$ cat config.mk
export PLATFORM = sky130hd
export DESIGN_NAME = spr_back
export DESIGN_NICKNAME = d
export VERILOG_FILES = /design/src/hdl/spr_pkg.sv /design/src/hdl/spr_back.sv
export SDC_FILE = /design/constraint.sdc
export NUM_CORES = 2
export LEC_CHECK = 0
export CAP_MARGIN = 20
export CORE_MARGIN = 5
export CORE_UTILIZATION = 30
export DETAILED_ROUTE_END_ITERATION = 12
export DONT_BUFFER_PORTS = 1
export HOLD_SLACK_MARGIN = 0.03
export SLEW_MARGIN = 25
export SYNTH_ARGS = -nofsm -noshare
export SYNTH_HDL_FRONTEND = slang
export SYNTH_SLANG_ARGS = --single-unit
$ cat constraint.sdc
create_clock -name i_clk -period 16.51 [get_ports i_clk]
set_input_delay 3.302 -clock i_clk [delete_from_list [all_inputs] [get_ports i_clk]]
set_output_delay 3.302 -clock i_clk [all_outputs]
set_load 0.01 [all_outputs]
$ cat src/hdl/spr_pkg.sv
`default_nettype none

package spr_pkg;

    localparam int unsigned COORD_WIDTH_DEF = 32;
    localparam int unsigned SHIFT_BITS      = 6;
    localparam int unsigned SHIFT_RESET     = 20;
    localparam int unsigned RADIUS_BITS     = 31;
    localparam int unsigned DIST_BITS       = 33;
    localparam int unsigned ROOT_BITS       = 50;
    localparam int unsigned SUM_BITS        = 100;
    localparam int unsigned CMP_BITS        = 64;

    typedef struct packed {
        logic signed [31:0] first_x;
        logic signed [31:0] first_y;
        logic signed [31:0] first_z;
        logic [RADIUS_BITS-1:0] first_radius;
        logic signed [31:0] second_x;
        logic signed [31:0] second_y;
        logic signed [31:0] second_z;
        logic [RADIUS_BITS-1:0] second_radius;
    } t_in_req;

    typedef struct packed {
        logic [DIST_BITS-1:0] centre_distance;
        logic congruent;
        logic concentric;
        logic identical;
        logic touch_outside;
        logic touch_inside;
        logic overlapping;
        logic first_inside_second;
        logic second_inside_first;
        logic intersecting;
    } t_out_req;

    // Data handed from one square-root cell to the next.
    typedef struct packed {
        logic                   valid;
        logic [SUM_BITS-1:0]    rem;
        logic [ROOT_BITS-1:0]   root;
        logic [RADIUS_BITS-1:0] r1;
        logic [RADIUS_BITS-1:0] r2;
        logic                   congruent;
        logic                   concentric;
        logic [SHIFT_BITS-1:0]  shift;
    } t_cell_req;

    function automatic logic [CMP_BITS-1:0] f_mag(input logic signed [CMP_BITS-1:0] v);
        f_mag = v[CMP_BITS-1] ? CMP_BITS'(-v) : v;
    endfunction

    function automatic logic f_near(input logic signed [CMP_BITS-1:0] a,
                                    input logic signed [CMP_BITS-1:0] b,
                                    input logic [SHIFT_BITS-1:0] s);
        logic [CMP_BITS-1:0] t;
        t = f_mag(a) + f_mag(b);
        if (a == b) begin
            f_near = 1'b1;
        end else if (t == '0) begin
            f_near = 1'b0;
        end else begin
            f_near = f_mag(a - b) <= ((t - CMP_BITS'(1)) >> s);
        end
    endfunction

    function automatic logic f_greater(input logic signed [CMP_BITS-1:0] a,
                                       input logic signed [CMP_BITS-1:0] b,
                                       input logic [SHIFT_BITS-1:0] s);
        logic [CMP_BITS-1:0] t;
        t = f_mag(a) + f_mag(b);
        if (a <= b) begin
            f_greater = 1'b0;
        end else begin
            f_greater = CMP_BITS'(a - b) > (t >> s);
        end
    endfunction

endpackage

`default_nettype wire

$ cat src/hdl/spr_back.sv
`default_nettype none

module spr_back (
    input  wire logic               i_clk,
    input  wire logic               i_rst_n,
    input  wire logic               i_en,
    input  wire spr_pkg::t_cell_req i_cell,
    output logic                    o_valid,
    output spr_pkg::t_out_req       o_req
);
    import spr_pkg::*;

    logic [ROOT_BITS-1:0] q;
    logic signed [CMP_BITS-1:0] d, r1, r2, dr1, dr2, rs;
    logic n_in1, n_in2, n_tin, n_ovl, n_tout;
    logic r_valid;
    t_out_req r_req, n_req;

    // The remainder is S - q*q, so rounding up is remainder above q.
    always_comb begin
        q  = i_cell.root + ROOT_BITS'(i_cell.rem > SUM_BITS'(i_cell.root));
        d  = CMP_BITS'(q);
        r1 = CMP_BITS'(i_cell.r1);
        r2 = CMP_BITS'(i_cell.r2);
        dr1 = d + r1;
        dr2 = d + r2;
        rs  = r1 + r2;
        n_tout = f_near(d, rs, i_cell.shift);
        n_tin  = !i_cell.congruent && (f_near(r1, dr2, i_cell.shift) ||
                                       f_near(r2, dr1, i_cell.shift));
        n_ovl  = f_greater(rs, d, i_cell.shift);
        n_in1  = f_greater(r2, dr1, i_cell.shift) || f_near(r2, dr1, i_cell.shift);
        n_in2  = f_greater(r1, dr2, i_cell.shift) || f_near(r1, dr2, i_cell.shift);
        n_req.centre_distance = (q > ROOT_BITS'({DIST_BITS{1'b1}})) ?
                                {DIST_BITS{1'b1}} : DIST_BITS'(q);
        n_req.congruent           = i_cell.congruent;
        n_req.concentric          = i_cell.concentric;
        n_req.identical           = i_cell.congruent && i_cell.concentric;
        n_req.touch_outside       = n_tout;
        n_req.touch_inside        = n_tin;
        n_req.overlapping         = n_ovl;
        n_req.first_inside_second = n_in1;
        n_req.second_inside_first = n_in2;
        n_req.intersecting        = n_ovl && !n_in1 && !n_in2 && !n_tin;
    end

    always_ff @(posedge i_clk) begin
        if (!i_rst_n) begin
            r_valid <= 1'b0;
        end else if (i_en) begin
            r_valid <= i_cell.valid;
        end
        if (i_en) begin
            r_req <= n_req;
        end
    end

    assign o_valid = r_valid;
    assign o_req   = r_req;

endmodule

`default_nettype wire

==> run_results.csv <==
group,metric,value,unit
cts,cts_sinks,43,
sta,fin_ws,0.1730,ns
floorplan,initial_utilization,0.3020,
route,drc,0,
yosys,synth-edff-count,42,
yosys,synth_cell_type_count,120,
cts,cts_max_path_buffers,2,
cts,clk_latency,0.35,ns
route,routed_via_density,5.953,
floorplan,io_pins,267,
global_route,grtUsageTotal,0.3644,
cells_and_area,fin_nets,12500,
route,dr_wl_met2,167.1,mm
sta,period_share,0.9895,
cts,cts_made_buffers,5,
critical_path,endpoint_kind,"flop",
placed_design,gp_congestion,1.079,
global_route,grt_pass1_vias,78990,
floorplan,die_h,461.3,um
critical_path,crit_top_cell,"buf_4",
cells_and_area,area_growth,42.58,%
placed_design,hpwl,344.8,mm
route,vias,84710,
global_route,grt_max_degree,442,
cts,cts-root-buf,"clkbuf_16",
sta,finalSetupViolations,0,
power,power_leakage,38.30,nW
sta,timing.slew.headroom,0.1178,
sta,worst_slew_pin_slew,1.309,ns
critical_path,cpMaxStageDelayCell,"or4b_1",
critical_path,crit_required,16.65,ns
yosys,synthFlopType,"edfxtp_1",
cts,tritoncts,"done",
yosys,yosys_warnings,0,
placed_design,dpl.cell_count,14130,
yosys,netlist_area,0.06109,mm2
route,wl_met1,167.6,mm
yosys,yosys_register_bits,43,
yosys,synth_cells,9094,
global_route,grt-ovfl-total,0,
critical_path,critPathArrivalTime,16.47,ns
cells_and_area,drive_above_1_share,0.3131,
sta,maxSlewViolCount,0,
route,routed_wl,410.4,mm
yosys,synthXorXnorAreaFrac,0.1027,
yosys,synth_compound_area_frac,0.3052,
yosys,synth_fa_ha_area_frac,0.1540,
sta,min_period,16.34,ns
floorplan,core_area,0.2023,mm2
power,cellPowerDensity,99.20,mW/mm2
cts,h-tree-depth,2,
route,final_antenna_net_count,0,
sta,finalClockSkew,0,ns
cells_and_area,layout.cells.non_filler,14230,
placed_design,io_buffer_count,0,
min_path,holdCritPathClass,"reg -> reg",
route,route.met3.wl,44.98,mm
route,top_layer,"met5",
sta,tns,0,ns
yosys,ys_seq_area_frac,0.02097,
sta,finalHoldViolCount,0,
critical_path,start_kind,"input port",
sta,rsz0062_at_grt,"yes",
yosys,synthMuxAreaShare,0.08756,
floorplan,rows,165,
yosys,synth_top_family_by_area,"compound AO/OA/AOI/OAI gates",
floorplan,dieArea,0.2128,mm2
critical_path,path_max_fanout,4,
run_status,status,"completed",
flow_run,drv_cap,0,
yosys,synth_simple_gate_area_frac,0.2720,
route,wl_per_cell,28.84,um
global_route,antenna_found_initial,21,
global_route,grt_pass1_wl,569.7,mm
power,peakVddDrop,0.00004978,V
cts,clkTransAtPathRegs,0.10,ns
yosys,async_flop_share,0,
critical_path,critPathMaxStageDelay,0.68,ns
route,first_iter_violations,10320,
route,drt_pre_antenna_iters,8,
critical_path,crit_type,"in -> reg",
yosys,syn_area_per_cell,6.718,um2
placed_design,pre_cts_ws,-1.805,ns
cells_and_area,postLayoutCoreUtil,0.4305,
cells_and_area,fillers,21170,
sta,max_freq,61.21,MHz
floorplan,die_x,461.3,um
==> repair_timing <==
item,4_1_cts,5_1_grt
endpoints found under the setup margin,5,5
cloned,0,1
setup buffers,24,43
pin swaps,67,117
gates resized for setup,177,246
hold buffers,0,0
==> metal layers <==
metal / vias up / global-route usage
li1: 38600 / -
met1: 40580 / 0.4763
met2: 4612 / 0.5321
met3: 910 / 0.09759
met4: 8 / 0.2201
met5: - / 0
==> cells in the mapped netlist (181+ instances only) <==
| master | n | area, um2 |
|---|---|---|
| a21o_1 | 181 | 1359 |
| a21oi_1 | 824 | 4124 |
| clkbuf_1 | 423 | 1588 |
| ha_1 | 736 | 9209 |
| inv_1 | 355 | 1333 |
| mux2i_1 | 279 | 2793 |
| nand2_1 | 867 | 3254 |
| nand3_1 | 244 | 1221 |
| nand4_1 | 220 | 1376 |
| nor2_1 | 900 | 3378 |
| nor3_1 | 229 | 1146 |
| o21ai_0 | 635 | 3178 |
| xnor2_1 | 565 | 4949 |
==> power by group <==
group          switching, W  internal (W)
sequential       0.00000877      0.000126
clock             0.0000721     0.0000724
combinational       0.00475       0.00361
==> worst paths after layout <==
kind,to,startpoint,cells past startpoint,slack (ns)
worst max-delay path,o_req[4]$_DFFE_PP_,i_cell[115],67,0.17
worst min register to register,o_valid$_SDFFE_PN0P_,o_valid$_SDFFE_PN0P_,2,0.59
worst min-delay path,o_valid$_SDFFE_PN0P_,o_valid$_SDFFE_PN0P_,2,0.59
worst max register to register,o_valid$_SDFFE_PN0P_,o_valid$_SDFFE_PN0P_,2,15.83
==> logic make-up after synthesis <==
family / after synthesis
simple gates: 3360
compound gates: 2872
buf+inv: 916
fa+ha+maj: 746
xor+xnor: 710
mux: 445
flops: 43
other cells: 2
==> registers in the layout, indices dropped and copies added (netlist names) <==
signal,count
o_req,42
o_valid,1
==> worst max-delay path: cells and delay by family <==
| family | cells | cell delay (ns) |
|---|---|---|
| simple gates | 23 | 5.10 |
| xor+xnor | 3 | 0.47 |
| fa+ha+maj | 5 | 1.38 |
| buf+inv | 14 | 2.16 |
| compound gates | 20 | 3.49 |
| mux | 2 | 0.55 |
==> cell usage in the layout (no fill, tap or decap), types with 52 or more instances in the layout <==
cell,synthesis,routed
nor4_1,119,109
nor2_1,900,877
xor2_1,138,134
nor3_1,229,215
a21o_1,181,181
mux4_2,61,61
nor2b_1,107,106
inv_1,355,349
mux2i_1,279,273
o22ai_1,58,52
o211ai_1,107,107
a21oi_1,824,761
nand3_1,244,232
ha_1,736,707
a21oi_2,1,63
and3_1,87,84
or2_2,57,57
o21ai_0,635,584
buf_4,1,2897
and2_1,78,76
nand2_1,867,862
o31ai_1,80,74
a31oi_1,110,100
nand4_1,220,220
mux2_2,105,102
a211oi_1,150,142
o21bai_1,95,91
xnor2_1,565,544
nand2b_1,173,169
or3_1,80,71
o21a_1,80,80
==> per-stage QoR <==
step	power, W	cell area (um2)	hold slack, ns
final	0.008641	87100	0.5904
after global routing	0.009106	87080	0.6253
after CTS	0.008214	85480	0.5919
after detailed placement	0.007966	84300	0.5809
after global placement	0.007901	84280	0.5616
after floorplan	0.003978	61240	0.5383
==> final cells by class <==
| cell class | count | area (um2) | area share |
|---|---|---|---|
| multi-input cells | 8175 | 58510 | 0.6718 |
| repair buffers | 2933 | 22310 | 0.2561 |
| well taps | 2672 | 3343 | 0.03838 |
| inverters | 369 | 1418 | 0.01628 |
| flip-flops and latches | 43 | 1281 | 0.01471 |
| clock buffers | 5 | 125.1 | 0.001436 |
| diodes | 28 | 70.07 | 0.0008044 |
| clock inverters | 3 | 42.54 | 0.0004884 |
Note: power is estimated with default switching activity, not from simulation.
