==> src/hdl/spr_pkg.sv <==
`default_nettype none

package spr_pkg;

    localparam int unsigned COORD_WIDTH_DEF = 32;
    localparam int unsigned SHIFT_BITS      = 6;
    localparam int unsigned SHIFT_RESET     = 20;
    localparam int unsigned RADIUS_BITS     = 31;
    localparam int unsigned DIST_BITS       = 33;
    localparam int unsigned ROOT_BITS       = 50;
    localparam int unsigned SUM_BITS        = 100;
    localparam int unsigned CMP_BITS        = 64;

    typedef struct packed {
        logic signed [31:0] first_x;
        logic signed [31:0] first_y;
        logic signed [31:0] first_z;
        logic [RADIUS_BITS-1:0] first_radius;
        logic signed [31:0] second_x;
        logic signed [31:0] second_y;
        logic signed [31:0] second_z;
        logic [RADIUS_BITS-1:0] second_radius;
    } t_in_req;

    typedef struct packed {
        logic [DIST_BITS-1:0] centre_distance;
        logic congruent;
        logic concentric;
        logic identical;
        logic touch_outside;
        logic touch_inside;
        logic overlapping;
        logic first_inside_second;
        logic second_inside_first;
        logic intersecting;
    } t_out_req;

    // Data handed from one square-root cell to the next.
    typedef struct packed {
        logic                   valid;
        logic [SUM_BITS-1:0]    rem;
        logic [ROOT_BITS-1:0]   root;
        logic [RADIUS_BITS-1:0] r1;
        logic [RADIUS_BITS-1:0] r2;
        logic                   congruent;
        logic                   concentric;
        logic [SHIFT_BITS-1:0]  shift;
    } t_cell_req;

    function automatic logic [CMP_BITS-1:0] f_mag(input logic signed [CMP_BITS-1:0] v);
        f_mag = v[CMP_BITS-1] ? CMP_BITS'(-v) : v;
    endfunction

    function automatic logic f_near(input logic signed [CMP_BITS-1:0] a,
                                    input logic signed [CMP_BITS-1:0] b,
                                    input logic [SHIFT_BITS-1:0] s);
        logic [CMP_BITS-1:0] t;
        t = f_mag(a) + f_mag(b);
        if (a == b) begin
            f_near = 1'b1;
        end else if (t == '0) begin
            f_near = 1'b0;
        end else begin
            f_near = f_mag(a - b) <= ((t - CMP_BITS'(1)) >> s);
        end
    endfunction

    function automatic logic f_greater(input logic signed [CMP_BITS-1:0] a,
                                       input logic signed [CMP_BITS-1:0] b,
                                       input logic [SHIFT_BITS-1:0] s);
        logic [CMP_BITS-1:0] t;
        t = f_mag(a) + f_mag(b);
        if (a <= b) begin
            f_greater = 1'b0;
        end else begin
            f_greater = CMP_BITS'(a - b) > (t >> s);
        end
    endfunction

endpackage

`default_nettype wire

==> src/hdl/spr_cell.sv <==
`default_nettype none

module spr_cell #(
    parameter int unsigned BIT = 0
) (
    input  wire logic               i_clk,
    input  wire logic               i_rst_n,
    input  wire logic               i_en,
    input  wire spr_pkg::t_cell_req i_cell,
    output spr_pkg::t_cell_req      o_cell
);
    import spr_pkg::*;

    localparam int unsigned TW = SUM_BITS + 2;

    logic [TW-1:0] trial;
    logic [TW-1:0] rem_w;
    logic take;
    t_cell_req r_cell, n_cell;

    // Restoring digit step: adding bit BIT to the root costs root * 2^(BIT+1) + 2^(2*BIT).
    always_comb begin
        trial = (TW'(i_cell.root) << (BIT + 1)) | (TW'(1) << (2 * BIT));
        rem_w = TW'(i_cell.rem);
        take  = rem_w >= trial;
        n_cell = i_cell;
        if (take) begin
            n_cell.rem  = SUM_BITS'(rem_w - trial);
            n_cell.root = i_cell.root | (ROOT_BITS'(1) << BIT);
        end
    end

    always_ff @(posedge i_clk) begin
        if (!i_rst_n) begin
            r_cell.valid <= 1'b0;
        end else if (i_en) begin
            r_cell.valid <= n_cell.valid;
        end
        if (i_en) begin
            r_cell.rem        <= n_cell.rem;
            r_cell.root       <= n_cell.root;
            r_cell.r1         <= n_cell.r1;
            r_cell.r2         <= n_cell.r2;
            r_cell.congruent  <= n_cell.congruent;
            r_cell.concentric <= n_cell.concentric;
            r_cell.shift      <= n_cell.shift;
        end
    end

    assign o_cell = r_cell;

endmodule

`default_nettype wire

==> config.mk <==
export PLATFORM = sky130hd
export DESIGN_NAME = spr_cell
export DESIGN_NICKNAME = d
export VERILOG_FILES = /design/src/hdl/spr_pkg.sv /design/src/hdl/spr_cell.sv
export SDC_FILE = /design/constraint.sdc
export NUM_CORES = 1
export LEC_CHECK = 0
export BUFFER_PORTS_ARGS = -buffer_cell sky130_fd_sc_hd__buf_2
export CORE_AREA = 5 5 172 174
export CTS_BUF_LIST = sky130_fd_sc_hd__clkbuf_8
export CTS_CLUSTER_DIAMETER = 80
export CTS_CLUSTER_SIZE = 40
export DETAILED_ROUTE_END_ITERATION = 10
export DIE_AREA = 0 0 177 179
export PLACE_DENSITY = 0.7
export RECOVER_POWER = 50
export SETUP_SLACK_MARGIN = 0.05
export SYNTH_ARGS = -nofsm -noshare
export SYNTH_HDL_FRONTEND = slang
export SYNTH_SLANG_ARGS = --single-unit
==> constraint.sdc <==
create_clock -name i_clk -period 3.7 [get_ports i_clk]
set_clock_uncertainty 0.05 [all_clocks]
set_input_delay 0.185 -clock i_clk [delete_from_list [all_inputs] [get_ports i_clk]]
set_output_delay 0.185 -clock i_clk [all_outputs]
set_load 0.02 [all_outputs]
==> results of run 1 <==
==> path summary, 6_finish.rpt <==
check | startpoint | cells past startpoint | slack (ns) | end
min | i_cell[29] | 2 | 0.28 | o_cell[29]
max | i_cell[119] | 14 | 0.13 | o_cell[211]
min reg2reg | o_cell[220] | 3 | 1.03 | o_cell[220]
max reg2reg | o_cell[220] | 3 | 2.47 | o_cell[220]
==> logic make-up (layout without fill, tap and decap cells) <==
kind of cell / count (synthesis) / after routing / share of synthesized area
AO/OA/AOI/OAI: 248 / 248 / 0.129
XOR/XNOR: 96 / 96 / 0.0719
adder cells (fa/ha/maj): 52 / 52 / 0.0563
buffers and inverters: 104 / 787 / 0.0361
flip-flops: 221 / 221 / 0.567
multiplexers: 4 / 4 / 0.00375
AND/OR/NAND/NOR: 328 / 328 / 0.136
==> critical path, delay by kind of cell <==
family / cells / cell delay [ns]
buffers and inverters: 4 / 0.94
and+or+nand+nor: 6 / 1.46
adders and majority gates: 1 / 0.41
xor gates and xnor gates: 1 / 0.19
AOI/OAI and AO/OA: 2 / 0.65
==> cells in the mapped netlist, drive strengths merged (2+ instances only) <==
| cell type | instances |
|---|---|
| edfxtp | 220 |
| nand2 | 119 |
| o21ai | 92 |
| a21oi | 72 |
| inv | 62 |
| nor2 | 58 |
| xnor2 | 58 |
| ha | 51 |
| xor2 | 38 |
| nor3 | 32 |
| nand4 | 26 |
| buf | 23 |
| nand3 | 22 |
| clkbuf | 19 |
| nor4 | 18 |
| a21o | 14 |
| o21bai | 13 |
| and3 | 11 |
| a211oi | 9 |
| nand2b | 8 |
| or3 | 7 |
| a31oi | 5 |
| nand3b | 5 |
| o211ai | 5 |
| nand4b | 4 |
| nor2b | 4 |
| o21a | 4 |
| o221ai | 4 |
| o31ai | 4 |
| or4 | 4 |
| a221o | 3 |
| and2 | 3 |
| mux2 | 3 |
| or2 | 3 |
| a211o | 2 |
| a21bo | 2 |
| a21boi | 2 |
| a221oi | 2 |
| a311o | 2 |
| a311oi | 2 |
| o311ai | 2 |
==> stage by stage <==
step	worst slack [ns]	total power [uW]
floorplan	0.592	4070
global placement	0.0308	4720
detailed placement	0.0537	4730
CTS	0.123	6320
global route	0.0177	6590
finish	0.132	6280
==> power breakdown <==
part           internal, uW  leakage (uW)  total, uW  switching (uW)
logic                   702       0.00469       1770            1070
clock network           500      0.000169       1390             887
registers              3060       0.00216       3130            67.4
total                  4260       0.00702       6280            2020
==> routing by layer <==
layer / share of wire / GRT usage / vias up
li1: - / - / 5219
met4: 0.035 / 0.0748 / 0
met5: 0 / 0 / -
met3: 0.067 / 0.0456 / 81
met2: 0.50 / 0.427 / 450
met1: 0.40 / 0.306 / 5115
==> final cells by class <==
| class | count | area (sq um) | area share |
|---|---|---|---|
| Multi-Input combinational cell | 728 | 4670 | 0.275 |
| Clock inverter | 10 | 115 | 0.00678 |
| Sequential cell | 221 | 6630 | 0.390 |
| Clock buffer | 15 | 206 | 0.0122 |
| Timing Repair Buffer | 700 | 4650 | 0.274 |
| Tap cell | 378 | 473 | 0.0279 |
| Inverter | 62 | 233 | 0.0137 |
==> what timing repair did <==
| action | 4_1_cts | 5_1_grt |
|---|---|---|
| endpoints found under the hold margin | 221 | 0 |
| hold buffers | 222 | 0 |
| setup buffers | 0 | 2 |
| gates resized for setup | 0 | 7 |
| endpoints found under the setup margin | 0 | 46 |
==> impl_metrics.py, run 1 <==
metrics = {
    "cells_and_area": {
        "syn_to_final_growth_pct": 45.3,
        "drive_gt1_frac": 0.274,
        "final_nets": 2004,
        "post-route-util": 0.614,
        "layout_commonest_cell": "buf_2",
        "largest_reg_flops": 221,
        "fin_area_sq_um": 17000,
        "mostFrequentLayoutCells": "buf_2 (395), dlygate4sd3_1 (222), edfxtp_1 (220)",
        "num_antenna_cells": 0,
        "nFillCells": 2314,
        "final-instance-count-excl-fill": 2114,
    },
    "timing": {
        "hold-worst-slack_ns": 0.280,
        "worst_pin_slew_ns": 2.41,
        "fin_tns_setup_ns": 0,
        "drv_slew": 226,
        "timing.fmax_mhz": 280,
        "rsz0062_at_grt": "yes",
        "finalCriticalPeriod_ns": 3.57,
        "finalSetupViolations": 0,
        "finalCritPeriodShare": 0.964,
        "hold_violations": 0,
        "maxSlewHeadroom": -0.605,
    },
    "critical_path": {
        "arrival_ns": 3.84,
        "cp_common_cell": "nand4b_1",
        "worstPathCellList": "dlygate4sd3_1, buf_2, inv_1, ha_1, nand4b_1, or4_4, nand4b_1, o211a_1, nor2b_1, a221o_1, nor3_4, buf_4, nand4_1, xnor2_1",
        "worst-setup-path-type": "in -> reg",
        "path_max_fanout": 7,
        "critPathSlowestCell": "or4_4",
        "critPathCaptureType": "flip-flop",
        "max_stage_delay_ns": 0.60,
        "cp-start-kind": "input pin",
        "crit_required_ns": 3.97,
    },
    "global_routing": {
        "grt_max_degree": 93,
        "grt_first_pass_wirelength_um": 60800,
        "grt_pass1_vias": 11000,
        "antenna_found_initial": 0,
        "grt.total_usage": 0.243,
        "grt_overflow": 0,
    },
    "clock_tree": {
        "root_buffer": "clkbuf_8",
        "clk-insertion-delay-late_ns": 0.51,
        "cts_buffer_depth": 3,
        "cts.sinks": 221,
        "cts.htree.levels": 1,
        "numCtsBuffers": 15,
        "cts.clk_slew.worst_paths_ns": 0.16,
        "cts_tree": "yes",
    },
    "outcome": {
        "status": "finished with violations",
        "violations": "max-capacitance violations, max-slew violations",
    },
    "drt": {
        "drtAntennaViolNets": 0,
        "dr.pass1.iters": 5,
        "drt_wl_total_um": 40700,
        "viasPerCell": 5.14,
        "vias": 10900,
        "dr.first_iter.drc_count": 860,
        "drc": 0,
        "wl_per_cell_um": 19.3,
    },
    "job": {
        "cap_violations": 3,
    },
    "logic_synthesis": {
        "netlist-cell-type-count": 65,
        "synth_nets": 1329,
        "synth-edff-count": 220,
        "synth-seq-area-share": 0.567,
        "synth_cells": 1053,
        "syn_avg_cell_area_sq_um": 11.1,
        "yosys_most_used_dff": "edfxtp_1",
        "synth_area_leaders": "edfxtp_1 (57%), ha_1 (5.5%), xnor2_1 (4.3%)",
        "async_reset_ff_frac": 0,
        "ys_warn_count": 0,
        "ys_ff_latch": 221,
        "yosysTopAreaCell": "edfxtp_1",
        "synth_top_area_frac": 0.565,
        "syn_area_sq_um": 11700,
    },
    "die": {
        "rows": 61,
        "core_sq_um": 27600,
        "die-area_sq_um": 31700,
        "fp.dieH_um": 179,
        "start_util": 0.423,
        "dieWidth_um": 177,
        "io_pins": 445,
    },
    "hold_path": {
        "hold_class": "in -> reg",
    },
    "placed_design": {
        "place_inst": 1865,
        "hpwl_um": 29800,
        "gp_congestion": 0.909,
        "io_buffers": 444,
        "placed_area_sq_um": 14500,
    },
    "pwr": {
        "peakVddDrop_mv": 0.291,
        "power.density_nw_per_um2": 370,
        "leakagePower_uw": 0.00702,
    },
}
Power figures use the tool's default switching activity.
==> run 2: changes to the inputs <==
==> constraint.sdc (replaced) <==
create_clock -name i_clk -period 3.45 [get_ports i_clk]
set_clock_uncertainty 0.05 [all_clocks]
set_input_delay 0.345 -clock i_clk [delete_from_list [all_inputs] [get_ports i_clk]]
set_output_delay 0.345 -clock i_clk [all_outputs]
set_load 0.02 [all_outputs]
==> run 2 against run 1 <==
  * The run still ends with max-capacitance violations, max-slew violations left
  * Flip-flop and latch count stayed put
  * First-iteration DRC count is 9.4% lower
  * Register-to-register slack worse by 0.25 ns
  * Hold slack worse by 0.25 ns
  * Die area stayed put
  * Routed wire length is 3.4% lower
  * Core utilization is 0.79 points lower
  * Critical path type unchanged
  * Count of clock-buffer cells in the layout stayed put
  * Via count is 1.2% lower
  * Sequential share of layout area is 0.51 points higher
  * Design area is 1.3% lower
  * Largest cell class unchanged
  * Power is 7.2% higher
==> impl_metrics.py, run 2 (same netlist as run 1, synthesis figures left out) <==
metrics = {
    "outcome": {
        "status": "finished with violations",
        "violations": "max-capacitance violations, max-slew violations",
    },
    "global_routing": {
        "grt_first_pass_wirelength_um": 58300,
        "grt_max_degree": 94,
        "busiest_layer": "met2",
        "antenna_found_initial": 6,
        "grt_overflow": 0,
        "use_met1": 0.289,
        "grt_use_met3": 0.0515,
        "grt_pass1_vias": 10800,
        "use_met2": 0.417,
        "grt.total_usage": 0.234,
    },
    "timing": {
        "maxSlewHeadroom": -0.638,
        "finalSetupViolations": 0,
        "finalCriticalPeriod_ns": 3.30,
        "drv_slew": 94,
        "worst_pin_slew_ns": 2.46,
        "finalCritPeriodShare": 0.958,
        "hold_violations": 0,
        "worst_slack_ns": 0.146,
        "timing.fmax_mhz": 303,
        "rsz0062_at_grt": "no",
    },
    "die": {
        "fp.dieH_um": 179,
        "dieWidth_um": 177,
        "die-area_sq_um": 31700,
        "core_sq_um": 27600,
        "rows": 61,
        "start_util": 0.423,
        "io_pins": 445,
    },
    "drt": {
        "drtAntennaViolNets": 0,
        "drt_wl_total_um": 39300,
        "vias": 10700,
        "viasPerCell": 5.11,
        "dr.pass1.iters": 5,
        "dr.first_iter.drc_count": 779,
        "drc": 0,
        "wl_per_cell_um": 18.7,
    },
    "critical_path": {
        "ff2ff_path_depth": 3,
        "critPathLaunch": "i_cell[100]",
        "worstPathCellList": "dlygate4sd3_1, clkbuf_1, inv_1, ha_2, nand2_1, o21ai_0, a22oi_1, a211oi_1, nor3_1, o32a_1, nand2_1, nor3_1, xor2_1",
        "regToRegSetupSlack_ns": 2.22,
        "arrival_ns": 3.59,
        "critPathCaptureType": "flip-flop",
        "worst-setup-path-type": "in -> reg",
        "path_max_fanout": 7,
        "critPathSlowestCell": "dlygate4sd3_1",
        "crit_required_ns": 3.74,
        "max_stage_delay_ns": 0.56,
        "r2r-start": "o_cell[220]",
        "cp-start-kind": "input pin",
        "timing.rr.end": "o_cell[220]",
    },
    "placed_design": {
        "dp_slack_ns": -0.363,
        "gp_congestion": 0.895,
        "place_inst": 1949,
        "hpwl_um": 30500,
        "io_buffers": 444,
    },
    "pwr": {
        "power.density_nw_per_um2": 402,
        "peakVddDrop_mv": 0.360,
        "leakagePower_uw": 0.00708,
    },
    "job": {
        "cap_violations": 1,
    },
    "cells_and_area": {
        "nFillCells": 2422,
        "final-instance-count-excl-fill": 2101,
        "post-route-util": 0.607,
        "drive_gt1_frac": 0.336,
        "largest_reg_flops": 221,
        "mostFrequentLayoutCells": "buf_2 (403), edfxtp_1 (220), nand2_1 (119)",
        "multiInputGateArea_sq_um": 4750,
        "layout_commonest_cell": "buf_2",
        "area.sequential_sq_um": 6630,
        "syn_to_final_growth_pct": 43.4,
        "final_nets": 1987,
    },
    "clock_tree": {
        "numCtsBuffers": 14,
        "cts_buffer_depth": 3,
        "cts.sinks": 221,
        "cts.htree.levels": 1,
        "cts_tree": "yes",
        "root_buffer": "clkbuf_8",
        "clk-insertion-delay-late_ns": 0.55,
        "cts.clk_slew.worst_paths_ns": 0.17,
    },
    "hold_path": {
        "min_to": "o_cell[203]",
        "hp-start": "i_cell[203]",
        "hold_class": "in -> reg",
        "hold_depth": 2,
    },
}
run 2: changes by cell type in the layout (fill, tap and decap cells not counted), sizes merged:
cell	change
dlygate4sd3	-106
buf	+90
clkbuf	-7
dlymetal6s4s	+7
bufinv	-1
diode	+4
run 2: where the power goes:
part | switching [uW] | total (uW) | internal (uW)
logic | 1140 | 1900 | 762
clock network | 990 | 1480 | 493
registers | 69.9 | 3350 | 3280
total | 2200 | 6730 | 4530
run 2: layout make-up:
cell class / instances / area share
diodes: 4 / 0.000597
clock buffers: 15 / 0.0123
multi-input cells: 728 / 0.284
well taps: 378 / 0.0282
clock inverters: 9 / 0.00799
repair buffers: 684 / 0.258
inverters: 62 / 0.0139
flip-flops and latches: 221 / 0.395
run 2: worst max-delay path: cells and delay by family:
family / cells / cell delay, ns
XOR/XNOR: 1 / 0.15
adder cells (fa/ha/maj): 1 / 0.38
AND/OR/NAND/NOR: 4 / 0.51
AO/OA/AOI/OAI: 4 / 1.43
buffers and inverters: 3 / 0.77
run 2: through the flow:
stage,TNS (ns),hold slack [ns],power (uW),cell area (sq um)
after global routing,0,0.00696,7070,16800
after detailed placement,-6.51,0.462,5180,15100
after floorplan,0,0.394,4360,11700
after CTS,0,0.000903,6790,16700
final,0,0.0302,6730,16800
after global placement,-5.98,0.443,5150,15100
run 2: what timing repair did:
action / 4_1_cts / 5_1_grt
buffers inserted: 0 / 2
hold buffers: 123 / 0
setup endpoints to repair: 0 / 26
gates resized for setup: 0 / 31
endpoints found under the hold margin: 122 / 0
run 2: worst max path at each step:
stage	to	slack [ns]	cells past startpoint
after floorplan	o_cell[205]	0.18	12
after global placement	o_cell[203]	-0.35	15
after detailed placement	o_cell[203]	-0.36	14
after CTS	o_cell[217]	0.07	14
after global routing	o_cell[199]	0.04	13
final	o_cell[199]	0.15	13
run 2: per-layer routing:
metal	share of wire	vias to the layer above	routed length, um
li1	-	5196	-
met1	0.40	5014	15600
met2	0.50	441	19600
met3	0.078	73	3070
met4	0.026	6	1020
met5	0.00071	-	28
==> run 3: changes to the inputs <==
==> constraint.sdc (replaced) <==
create_clock -name i_clk -period 3.45 [get_ports i_clk]
set_clock_uncertainty 0.05 [all_clocks]
set_input_delay 1.035 -clock i_clk [delete_from_list [all_inputs] [get_ports i_clk]]
set_output_delay 1.035 -clock i_clk [all_outputs]
set_load 0.02 [all_outputs]
==> run 3 against run 2 <==
  * The flow finishes with violations (negative setup slack)
  * Critical path type unchanged
  * Cell count rose by 2.5%
  * Critical endpoint is now o_cell[193]
  * Largest cell class unchanged
  * Design area rose by 6.7%
  * Clock power rose by 11%
  * Routed wire length rose by 7.1%
  * Power rose by 6.0%
==> impl_metrics.py, run 3 (same netlist as run 1, synthesis figures left out) <==
metrics = {
    "clock_tree": {
        "cts.htree.levels": 1,
        "clk-insertion-delay-late_ns": 0.56,
        "numCtsBuffers": 15,
        "cts_buffer_depth": 3,
        "cts.clk_slew.worst_paths_ns": 0.17,
        "cts.sinks": 221,
        "root_buffer": "clkbuf_8",
        "cts_tree": "yes",
        "postCtsHoldBufs": 0,
    },
    "drt": {
        "wl_per_cell_um": 19.6,
        "drc": 0,
        "vias": 11000,
        "dr.first_iter.drc_count": 843,
        "dr.pass1.iters": 6,
        "drt_wl_total_um": 42100,
        "viasPerCell": 5.13,
        "drtAntennaViolNets": 0,
    },
    "cells_and_area": {
        "syn_to_final_growth_pct": 53.1,
        "multiInputGateArea_sq_um": 5480,
        "fin_area_sq_um": 17900,
        "largest_reg_flops": 221,
        "nFillCells": 2289,
        "final_nets": 2039,
        "mostFrequentLayoutCells": "buf_2 (423), buf_4 (282), edfxtp_1 (220)",
        "drive_gt1_frac": 0.504,
        "area.sequential_sq_um": 6630,
        "layout_commonest_cell": "buf_2",
    },
    "critical_path": {
        "cp-start-kind": "input pin",
        "worstPathCellList": "buf_8, inv_4, ha_4, nand4_1, or4_4, nand4b_1, o211a_1, nor2b_4, a221o_1, nor3_4, buf_12, buf_4, nand2_2, xnor2_1",
        "critPathSlowestCell": "or4_4",
        "max_stage_delay_ns": 0.55,
        "critPathCaptureType": "flip-flop",
        "path_max_fanout": 13,
        "r2r-start": "o_cell[220]",
        "timing.rr.end": "o_cell[220]",
        "worst-setup-path-type": "in -> reg",
        "ff2ff_path_depth": 2,
        "regToRegSetupSlack_ns": 2.80,
        "crit_required_ns": 3.75,
        "arrival_ns": 3.76,
    },
    "die": {
        "die-area_sq_um": 31700,
        "fp.dieH_um": 179,
        "dieWidth_um": 177,
        "core_sq_um": 27600,
        "start_util": 0.423,
        "rows": 61,
        "io_pins": 445,
    },
    "timing": {
        "maxSlewHeadroom": 0.623,
        "worst_slack_ns": -0.0122,
        "drv_slew": 0,
        "hold_violations": 0,
        "timing.fmax_mhz": 289,
        "finalSetupViolations": 3,
        "finalCritPeriodShare": 1.00,
        "finalCriticalPeriod_ns": 3.46,
        "rsz0062_at_grt": "yes",
        "hold-worst-slack_ns": 0.487,
        "worst_pin_slew_ns": 0.560,
    },
    "placed_design": {
        "hpwl_um": 33900,
        "io_buffers": 444,
        "placed_area_sq_um": 16800,
        "gp_congestion": 0.917,
    },
    "outcome": {
        "status": "finished with violations",
        "violations": "negative setup slack",
    },
    "pwr": {
        "peakVddDrop_mv": 0.445,
        "power_uw": 7140,
        "leakagePower_uw": 0.00763,
        "power.density_nw_per_um2": 399,
    },
    "hold_path": {
        "hp-start": "o_cell[220]",
        "hold_depth": 2,
        "min_to": "o_cell[220]",
        "hold_class": "reg -> reg",
    },
    "global_routing": {
        "antenna_found_initial": 8,
        "grt.total_usage": 0.248,
        "grt_overflow": 0,
        "grt_pass1_vias": 11100,
        "grt_first_pass_wirelength_um": 61600,
        "grt_max_degree": 60,
    },
    "job": {
        "cap_violations": 0,
    },
}
==> run 3: worst max-delay path, delay by kind of cell <==
kind / cells / cell delay, ns
buffers and inverters: 4 / 0.40
adder cells (fa/ha/maj): 1 / 0.27
AO/OA/AOI/OAI: 2 / 0.66
XOR/XNOR: 1 / 0.12
AND/OR/NAND/NOR: 6 / 1.26
==> run 3: power breakdown <==
group	switching [uW]	internal (uW)	leakage (uW)
Sequential	69.6	3270	0.00216
Clock	1100	536	0.000193
Combinational	1240	916	0.00527
Total	2420	4720	0.00763
==> run 3: through the flow <==
| step | std cells | setup TNS, ns | utilization | setup slack (ns) |
|---|---|---|---|---|
| after global placement | 2112 | -52.06 | 0.609 | -0.918 |
| after detailed placement | 2112 | -56.30 | 0.609 | -0.914 |
| after global routing | 2152 | -0.644 | 0.647 | -0.104 |
| final | 2153 | -0.0190 | 0.647 | -0.0122 |
| after floorplan | 1053 | -11.15 | - | -0.395 |
| after CTS | 2139 | -0.000532 | 0.632 | -0.000532 |
==> run 3: metal layers <==
layer	GRT usage	up-vias	wire length [um]
li1	-	5306	-
met1	0.307	5243	16300
met2	0.439	421	21100
met3	0.0540	64	3420
met4	0.0690	10	1200
met5	0	-	62
==> run 3: worst max-delay path by stage <==
stage | slack [ns] | startpoint | cells after the start | end
global route | -0.10 | i_cell[95] | 16 | o_cell[217]
CTS | -0.0005 | i_cell[160] | 12 | o_cell[217]
finish | -0.01 | i_cell[113] | 14 | o_cell[193]
global placement | -0.92 | i_cell[77] | 17 | o_cell[193]
detailed placement | -0.91 | i_cell[77] | 17 | o_cell[193]
floorplan | -0.40 | i_cell[115] | 13 | o_cell[201]
==> run 3: timing repair <==
item | in CTS | in global routing
gates cloned | 0 | 2
setup buffers | 2 | 8
setup endpoints to repair | 40 | 91
hold endpoints to repair | 0 | 0
pin swaps | 3 | 22
gates resized for setup | 42 | 63
==> run 3: layout make-up <==
type,instances,share of cell area
Tap cell,378,0.0264
Timing Repair Buffer,735,0.260
Clock buffer,15,0.0115
Multi-Input combinational cell,728,0.306
Clock inverter,10,0.0111
Antenna cell,4,0.000560
Inverter,62,0.0143
Sequential cell,221,0.370
